$ cat src/design/nca_center_mem.sv
`timescale 1ns / 1ps
// Centre coordinate store: one write port, one registered read port.
// Depends on nothing but the clock.
module nca_center_mem #(
    parameter int DEPTH = 256,
    parameter int AW    = 8,
    parameter int DW    = 16
) (
    input  logic          i_clk,
    input  logic          i_we,
    input  logic [AW-1:0] i_waddr,
    input  logic [DW-1:0] i_wdata,
    input  logic [AW-1:0] i_raddr,
    output logic [DW-1:0] o_rdata
);

    logic [DW-1:0] r_mem [DEPTH];
    logic [DW-1:0] r_rdata;

    always_ff @(posedge i_clk) begin
        if (i_we) begin
            r_mem[i_waddr] <= i_wdata;
        end
        r_rdata <= r_mem[i_raddr];
    end

    assign o_rdata = r_rdata;

endmodule

$ cat config.mk
export PLATFORM = sky130hd
export DESIGN_NAME = nca_center_mem
export DESIGN_NICKNAME = d
export VERILOG_FILES = /design/src/design/nca_center_mem.sv
export SDC_FILE = /design/constraint.sdc
export NUM_CORES = 2
export LEC_CHECK = 0
export ABC_AREA = 1
export BUFFER_PORTS_ARGS = -buffer_cell sky130_fd_sc_hd__buf_4
export CELL_PAD_IN_SITES_DETAIL_PLACEMENT = 1
export CELL_PAD_IN_SITES_GLOBAL_PLACEMENT = 1
export CORE_ASPECT_RATIO = 0.8
export CORE_MARGIN = 4
export CORE_UTILIZATION = 45
export DETAILED_ROUTE_END_ITERATION = 8
export GPL_ROUTABILITY_DRIVEN = 1
export PLACE_DENSITY_LB_ADDON = 0.1
export SYNTH_ARGS = -nofsm -noshare
export SYNTH_HDL_FRONTEND = slang
export SYNTH_SLANG_ARGS = --single-unit
$ cat constraint.sdc
create_clock -name i_clk -period 6.35 [get_ports i_clk]
set_input_delay 0.635 -clock i_clk [delete_from_list [all_inputs] [get_ports i_clk]]
set_output_delay 0.635 -clock i_clk [all_outputs]
set_load 0.05 [all_outputs]
==> metrics.yaml <==
status: "finished clean"
gp_congestion: 0.850
hp-class: "in2reg"
ys_ff_latch: 4112
synth_adder_area_share: 0
clock-root-buffer: "clkbuf_16"
synthSimpleGateAreaFrac: 0.224
fin_ws_ps: 2420
synth_compound_area_frac: 0
p_per_area_nw_per_um2: 312
dieWidth_microns: 686
synthesis.nets: 13700
coreArea_sq_um: 367000
drive_gt1_frac: 0.0786
crit_path_max_incr_delay_ps: 590
dr_total_vias: 112000
io_buffers: 49
dp_slack_ps: 1630
drv_cap: 0
layout_commonest_cell: "nand2_1"
first_iter_violations: 12800
cts_made_buffers: 416
drc_errors: 0
path_cells: "buf_16, inv_16, buf_12, nand2_1, nand3_1, nand3_1, nand3_1, nand3_1, nand3_1, nand3_1, nand2_1, nand2_1, nand2_1"
die_area_sq_um: 378000
relSlewSlack: 0.0356
grtUsageTotal: 0.289
htree_num_levels: 5
rsz0062_at_grt: "no"
yosysTopAreaCell: "edfxtp_1"
fin_worst_skew_ps: 46.8
synthXorXnorAreaFrac: 0
final_hold_viol_count: 0
cp.required_ps: 7260
cp-start-kind: "input port"
synth_area_leaders: "edfxtp_1 74%, nand3_1 12%, nand2_1 9.5%"
grt_max_degree: 170
chipHeight_microns: 551
grt_first_pass_wirelength_mm: 804
antenna_found_initial: 29
path_clk_slew_ps: 60
firstDrtPassIters: 7
reg2regPathDepth: 10
cp-end-kind: "register"
clock_sinks: 4112
path_common_cell: "nand3_1"
yosysWarnings: 0
dp_hpwl_mm: 310
hold_depth: 1
min_period_ps: 3930
path_class: "in2reg"
setup_tns_ps: 0
reg2reg_slack_ps: 3610
multi_input_comb_area_sq_um: 37300
drtAntennaViolNets: 0
seq_area_frac_synth: 0.744
arrival_ps: 4840
mostFrequentLayoutCells: "4,195 x nand2_1, 4,096 x edfxtp_1, 4,035 x nand3_1"
drv_slew: 0
wire_per_inst_microns: 29.5
ios: 50
avgSynthCellArea_sq_um: 12.2
synth_top_family_by_area: "simple AND/OR/NAND/NOR gates"
yosysUniqueCellTypes: 15
overflow: 0
ir_drop_v: 0.000236
seqCellArea_sq_um: 123000
fin_nets: 13600
p_leak_nw: 63.8
path_max_fanout: 149
synth_cells: 13600
clk-insertion-delay-late_ps: 1010
synthMuxAreaShare: 0
synth_area_sq_um: 166000
dp_cells: 18100
max_freq_mhz: 254
initial_utilization: 0.452
synthToLayoutAreaGrowth_pct: 11.2
setup_viol: 0
core.rowCount: 199
instances_no_fill: 18800
fillCellCount: 37600
finalCritPeriodShare: 0.619
routed_wl_mm: 556
post_cts_resized: 0
slowest_stage: "buf_12"
grt_pass1_vias: 113000
clk_path_buf_depth: 4
yosysTopAreaCellShare: 0.742
vias_per_cell: 5.94
cts_tree: "built"
tightest_slew_ps: 1450
## synthesized netlist by cell type (all sizes together)
master and number:
inv 39, nand2 4211, clkbuf 154, edfxtp 4096
nor2 283, buf 783, nand3 4035, dfxtp 16
## metrics by stage
stage                     cell area (sq um)  power (W)  utilization  hold WS, ps
after floorplan                      166000     0.0324            -          734
after global placement               172000     0.0342        0.467          996
after detailed placement             172000     0.0343        0.467          986
after CTS                            184000     0.0578        0.502        0.276
after global routing                 184000     0.0592        0.502         49.0
final                                184000     0.0575        0.502         77.6
## worst max-delay path, delay by kind of cell
kind / cells / cell delay [ps]
buf+inv: 3 / 1320
simple gates: 10 / 2380
## cell families (layout without fill, tap and decap cells)
logic type,count (synthesis),count (layout)
and+or+nand+nor,8529,8529
DFF,4112,4112
buffers and inverters,976,1250
other,0,11
## final timing paths
check                                             start                       to
worst min register to register  r_mem[160][8]$_DFFE_PP_       o_rdata[8]$_DFF_P_
worst max-delay path                         i_raddr[0]       o_rdata[0]$_DFF_P_
worst max register to register   r_mem[77][0]$_DFFE_PP_       o_rdata[0]$_DFF_P_
worst min-delay path                        i_wdata[10]  r_mem[68][10]$_DFFE_PP_
## state kept, by name (all words and copies together), names as in the netlist
name / flops
r_mem: 4096
o_rdata: 16
## layout make-up
cell class,instances,area share
flip-flops and latches,4112,0.669
multi-input cells,8529,0.202
clock buffers,536,0.0599
well taps,4924,0.0334
repair buffers,464,0.0249
clock inverters,211,0.00933
inverters,39,0.00108
diodes,11,0.000149
## routing by layer
metal	share of wire	global-route usage
met5	0.000059	0
met4	0.032	0.0893
met3	0.072	0.0417
met2	0.45	0.446
met1	0.44	0.427
## what timing repair did
action | CTS | global route
hold buffers | 1 | 0
buffers inserted | 0 | 0
hold endpoints to repair | 24 | 0
## where the power goes
| part | internal [W] | total (W) | switching (W) |
|---|---|---|---|
| clock | 0.0133 | 0.0238 | 0.0105 |
| combinational | 0.000792 | 0.00373 | 0.00294 |
| sequential | 0.0299 | 0.0300 | 0.0000704 |
No activity file was read; power rests on OpenSTA's default activity.
