$ cat src/design/nca_pkg.sv
`timescale 1ns / 1ps
// Shared types and constants for the nearest centroid assignment block.
// No dependencies; imported by the distance unit, the top level and the checker.
package nca_pkg;

    localparam int VAL_W  = 16;
    localparam int IDX_W  = 4;
    localparam int NC_W   = 5;
    localparam int DIFF_W = 17;
    localparam int SQ_W   = 32;
    localparam int ACC_W  = 37;
    localparam int OUT_W  = 36;

    localparam int S_DATA_W = 32;
    localparam int S_USER_W = 2;
    localparam int M_DATA_W = 40;

    localparam int TU_REQ   = 0;
    localparam int TU_DONLY = 1;

    localparam logic REQ_CENTER = 1'b0;
    localparam logic REQ_SAMPLE = 1'b1;

    localparam logic [ACC_W-1:0] ACC_MAX = {ACC_W{1'b1}};
    localparam logic [OUT_W-1:0] OUT_MAX = {OUT_W{1'b1}};

    typedef struct packed {
        logic last;
        logic donly;
        logic dvalid;
    } t_smp_ctl;

endpackage

$ cat src/design/nca_dist_unit.sv
`timescale 1ns / 1ps
// Shared distance unit: difference, square, saturating accumulate and nearest search.
// Depends on nca_pkg; fed one centre per cycle by the top-level sequencer.
module nca_dist_unit #(
    parameter int MAX_CENTERS = 16,
    parameter int KW          = 4
) (
    input  logic                     i_clk,
    input  logic                     i_rst_n,
    input  logic                     i_valid,
    input  logic [KW-1:0]            i_k,
    input  logic [nca_pkg::VAL_W-1:0] i_center,
    input  logic [nca_pkg::VAL_W-1:0] i_value,
    input  nca_pkg::t_smp_ctl        i_ctl,
    input  logic [nca_pkg::IDX_W-1:0] i_glabel,
    input  logic [KW-1:0]            i_kn_last,
    output logic                     o_done,
    output logic [nca_pkg::IDX_W-1:0] o_label,
    output logic [nca_pkg::OUT_W-1:0] o_dist
);
    import nca_pkg::*;

    logic signed [DIFF_W-1:0]   diff;
    logic signed [2*DIFF_W-1:0] prod;
    logic [SQ_W-1:0]            r_sq;
    logic [KW-1:0]              r_k2;
    logic                       r_v2;
    logic [ACC_W-1:0]           r_acc [MAX_CENTERS];
    logic [ACC_W:0]             sum;
    logic [ACC_W-1:0]           s;
    logic [KW-1:0]              r_best;
    logic [ACC_W-1:0]           r_bestd;
    logic                       in_range;
    logic                       is_glabel;

    assign diff = DIFF_W'($signed(i_value)) - DIFF_W'($signed(i_center));
    assign prod = diff * diff;

    always_ff @(posedge i_clk) begin
        if (!i_rst_n) begin
            r_v2 <= 1'b0;
        end else begin
            r_v2 <= i_valid;
        end
        r_k2 <= i_k;
        r_sq <= i_ctl.dvalid ? prod[SQ_W-1:0] : '0;
    end

    assign sum       = {1'b0, r_acc[r_k2]} + (ACC_W+1)'(r_sq);
    assign s         = sum[ACC_W] ? ACC_MAX : sum[ACC_W-1:0];
    assign in_range  = 32'(r_k2) <= 32'(i_kn_last);
    assign is_glabel = 32'(r_k2) == 32'(i_glabel);
    assign o_done    = r_v2 && (32'(r_k2) == MAX_CENTERS - 1);

    always_ff @(posedge i_clk) begin
        if (!i_rst_n) begin
            for (int i = 0; i < MAX_CENTERS; i++) begin
                r_acc[i] <= '0;
            end
        end else if (r_v2) begin
            r_acc[r_k2] <= i_ctl.last ? '0 : s;
        end
    end

    always_ff @(posedge i_clk) begin
        if (r_v2) begin
            if (r_k2 == '0) begin
                r_best  <= '0;
                r_bestd <= (!i_ctl.donly || is_glabel) ? s : '0;
            end else if (i_ctl.donly) begin
                if (is_glabel) begin
                    r_bestd <= s;
                end
            end else if (in_range && (s < r_bestd)) begin
                r_best  <= r_k2;
                r_bestd <= s;
            end
        end
    end

    assign o_label = i_ctl.donly ? i_glabel : IDX_W'(r_best);
    assign o_dist  = (r_bestd > ACC_W'(OUT_MAX)) ? OUT_MAX : r_bestd[OUT_W-1:0];

endmodule

$ cat config.mk
export PLATFORM = sky130hd
export DESIGN_NAME = nca_dist_unit
export DESIGN_NICKNAME = d
export VERILOG_FILES = /design/src/design/nca_pkg.sv /design/src/design/nca_dist_unit.sv
export SDC_FILE = /design/constraint.sdc
export NUM_CORES = 2
export LEC_CHECK = 0
export BUFFER_PORTS_ARGS = -buffer_cell sky130_fd_sc_hd__buf_2
export CORE_MARGIN = 2
export CORE_UTILIZATION = 64
export CTS_BUF_LIST = sky130_fd_sc_hd__clkbuf_4
export CTS_CLUSTER_DIAMETER = 100
export DETAILED_ROUTE_END_ITERATION = 8
export PLACE_DENSITY = 0.82
export SYNTH_ARGS = -nofsm -noshare
export SYNTH_HDL_FRONTEND = slang
export SYNTH_SLANG_ARGS = --single-unit
$ cat constraint.sdc
create_clock -name i_clk -period 13.9 [get_ports i_clk]
set_input_delay 2.085 -clock i_clk [delete_from_list [all_inputs] [get_ports i_clk]]
set_output_delay 2.085 -clock i_clk [all_outputs]
set_load 0.02 [all_outputs]
==> out/summary.md <==
sky130_fd_sc_hd__edfxtp_1 takes more of the synthesized area than any other cell. The startpoint identified for the worst hold timing path is r_k2[3]. The worst hold path belongs to the class reg -> reg.

The horizontal die dimension works out to 260 um. The relative area change from synthesis to final layout is 7.26%, and the aggregate global routing overflow is 0. After synthesis, the mean cell area works out to 12.2 sq um. After synthesis, the cell types taking the most area are sky130_fd_sc_hd__edfxtp_1, sky130_fd_sc_hd__fa_1, sky130_fd_sc_hd__mux4_2, sky130_fd_sc_hd__ha_1, sky130_fd_sc_hd__nor2_1.

For the post-cts resize count, the log shows 0. For this block, wires on met1 add up to 37.6 mm. Along the worst path, the maximum fanout reaches 10. The number of global-route vias before repair is 29.3k. The hold violation total from the final report was 0; the clock transition at the register clock pins on the worst setup and hold paths after CTS was 0.07 ns. For the wire length of the first global-routing pass, the log shows 166 mm.

After detailed routing, the number of remaining DRC violations is 0. Capturing point of the worst reg2reg path: r_bestd[30]. The setup check on the worst reg-to-reg path leaves a slack of 4.40 ns.

The buffer depth of the longest clock path was 3. At the end of routability-driven placement, the weighted congestion stood at 0.899. At the worst endpoint, the arrival time is 11.22 ns. For hold timing, the worst endpoint is r_best[3]. For the net count reported at finish, the log shows 3990. After floorplanning, the core was divided into 93 placement rows. The H-tree was split into 4 levels. CTS saw 669 sinks.

Leaving out fill and tap cells, the most frequent cells in the layout are sky130_fd_sc_hd__edfxtp_1, sky130_fd_sc_hd__nor2_1, sky130_fd_sc_hd__inv_1, sky130_fd_sc_hd__fa_1, sky130_fd_sc_hd__clkbuf_4. For the net count after synthesis, the log shows 3902. The largest single stage delay on the critical path is 0.60 ns. The die span in y works out to 260 um. STA classifies the critical path startpoint as an input port. The area of the mapped netlist is 42000 sq um, and the share of the synthesized area in the top cell type is 45.3%.

Counting flops with an async set or reset pin after synthesis yields a share of 0%. The number of buffer cells added on primary ports was 90; the number of inserted filler cells in the final layout was 4349. The post-synthesis cell count is 3428, and the share of the cycle needed by the critical path after routing is 74.9%. For the DRC violation total after the first TritonRoute iteration, the log shows 3908. Post-CTS timing repair inserted 0 buffers for setup. Highest achievable clock rate: 0.0961 GHz.

Once detailed placement completed, the half-perimeter wirelength came to 68.5 mm. The slowest stage of the critical path is the sky130_fd_sc_hd__xnor2_1 cell. Setup violations remaining at the end of the flow were counted as 0.

The tools report the worst setup skew after layout as 0.0567 ns. Highest signal layer in the routed design: met4. TritonCTS built the clock tree. The run gives 0 as the final count of pins violating max slew.

Number of antenna-violating nets in the routed design: 0. The logs give 33.0% for the all-layer global routing usage and 1 for the number of antenna violations at the first check in global routing. The setup path with the least slack is of type in -> reg.

The worst register-to-register path has a depth of 24. The number of synthesized flops with an enable pin is 633. The die footprint came out at 67600 sq um. In this run the standard cell core region covers 64600 sq um. Adding up every negative setup slack in the final design gives 0 ns.

The root buffer selected by CTS was sky130_fd_sc_hd__clkbuf_4. The clock period could shrink to 10.41 ns. The synthesized design contains 669 register bits. Entering global routing, the biggest net connects 96 pins. The tools report the startpoint of the worst-slack reg-to-reg timing path as r_k2[0]. Across the run, the number of max-cap violations was 0. For this run, the leading register cell type out of synthesis is sky130_fd_sc_hd__edfxtp_1.

The synthesized netlist contains 83 unique library cells. The tools report the critical path endpoint category as a flip-flop. The fraction of final layout cells sized beyond drive strength 1 works out to 18.9%. Wire segments on met3 add up to 14.3 mm in the final route. After synthesis, flip-flops and latches occupy 47.0% of the total area. Setup repair after global routing left no endpoint under its margin. The via-per-instance ratio is 6.41. The number of hold buffers added after CTS was 0.

At the worst endpoint, the required time is 14.71 ns. The first-pass iteration count of the detailed router was 6; the measured slew at the worst slew-check pin was 1.25 ns. The clock reaches the later pin of the worst-skew pair after 0.94 ns.

Leading cell type in the layout, fill and taps excluded: sky130_fd_sc_hd__edfxtp_1. The wire length on met2 came out at 51.0 mm. The logs give 91 for the number of placed I/O pins and 0 for the count of yosys warnings during synthesis. The flow ran to the end, and the final reports show no timing, DRC or antenna violations. The wire length per cell after detailed routing came out at 24.2 um. Once the floorplan was initialized, standard cells occupied 65.0% of the core. Counting instances, the worst hold path has a depth of 0. The headroom to the max-slew limit is 16.8%.

After detailed routing, the total wire length is 109 mm. The routed layout has 28.8k vias. The CTS buffer count came out at 159.
[flip-flops by register name, indices dropped and copies added, names as in the netlist]
| register | flops |
|---|---|
| r_acc | 592 |
| r_sq | 31 |
| r_bestd | 37 |
| r_k2 | 4 |
| r_best | 4 |
| r_v2 | 1 |
[synthesized netlist by cell type, types with 11 or more instances]
master / number
sky130_fd_sc_hd__nor3_1: 139
sky130_fd_sc_hd__xnor2_1: 50
sky130_fd_sc_hd__nor2_1: 517
sky130_fd_sc_hd__ha_1: 164
sky130_fd_sc_hd__a31oi_1: 35
sky130_fd_sc_hd__a21oi_4: 21
sky130_fd_sc_hd__nand4_1: 16
sky130_fd_sc_hd__xor2_1: 27
sky130_fd_sc_hd__dfxtp_1: 36
sky130_fd_sc_hd__or2_2: 22
sky130_fd_sc_hd__inv_1: 424
sky130_fd_sc_hd__or3_1: 12
sky130_fd_sc_hd__o21ai_0: 37
sky130_fd_sc_hd__and3_1: 11
sky130_fd_sc_hd__o31ai_1: 17
sky130_fd_sc_hd__buf_6: 14
sky130_fd_sc_hd__nand2_1: 179
sky130_fd_sc_hd__nor2b_1: 13
sky130_fd_sc_hd__buf_4: 29
sky130_fd_sc_hd__nand3_1: 19
sky130_fd_sc_hd__a21o_1: 48
sky130_fd_sc_hd__mux4_2: 177
sky130_fd_sc_hd__nand2b_1: 16
sky130_fd_sc_hd__clkbuf_1: 137
sky130_fd_sc_hd__a21oi_1: 148
sky130_fd_sc_hd__buf_2: 15
sky130_fd_sc_hd__and2_1: 27
sky130_fd_sc_hd__buf_1: 32
sky130_fd_sc_hd__edfxtp_1: 633
sky130_fd_sc_hd__fa_1: 260
[through the flow]
step | hold WS [ns] | area, sq um | util, % | setup slack [ns] | std cells
after floorplan | 0.707 | 42000 | - | 4.01 | 3428
after global placement | 0.707 | 43000 | 66.5 | 2.86 | 4210
after detailed placement | 0.711 | 43000 | 66.5 | 2.64 | 4210
after CTS | 0.710 | 45000 | 69.7 | 3.64 | 4493
after global routing | 0.723 | 45000 | 69.7 | 2.97 | 4494
final | 0.727 | 45000 | 69.7 | 3.49 | 4494
[layer usage]
layer | GRT usage, % | up-vias
li1 | - | 12200
met1 | 43.0 | 13900
met2 | 52.0 | 2214
met3 | 7.30 | 452
met4 | 18.7 | 0
met5 | 0 | -
[worst max path at each step]
stage,to,from,slack (ns),depth (start not counted)
global placement,r_sq[30],i_value[0],2.86,33
CTS,r_sq[31],i_value[0],3.64,34
floorplan,r_sq[31],i_value[0],4.01,33
detailed placement,r_sq[30],i_value[0],2.64,33
global route,r_sq[30],i_value[0],2.97,33
finish,r_sq[31],i_value[0],3.49,34
[kinds of logic after synthesis]
family / count (synthesis) / share of synthesized area, %
AOI/OAI and AO/OA: 398 / 6.86
and+or+nand+nor: 1002 / 10.5
adders and majority gates: 424 / 17.3
xor gates and xnor gates: 79 / 1.70
DFF: 669 / 47.0
buffers and inverters: 663 / 6.51
muxes: 193 / 10.1
[worst max-delay path: cells and delay by family]
family	cells	cell delay, ns
and+or+nand+nor	4	0.72
buffers and inverters	9	1.04
adders and majority gates	9	3.89
xor gates and xnor gates	2	0.96
AOI/OAI and AO/OA	10	2.50
[area by class of cell]
cell class | instances | area (sq um) | share of cell area [%]
tap | 855 | 1070 | 2.38
clock buffer | 232 | 1740 | 3.87
antenna | 1 | 2.50 | 0.00556
timing repair buffer | 155 | 938 | 2.08
clock inverter | 51 | 312 | 0.692
sequential | 669 | 19700 | 43.9
multi-input combinational | 2096 | 19600 | 43.5
inverter | 435 | 1630 | 3.63
Power is left out: the tool's default activity adds up to more than one toggle a clock period on the data nets, which glitch-free logic cannot reach.
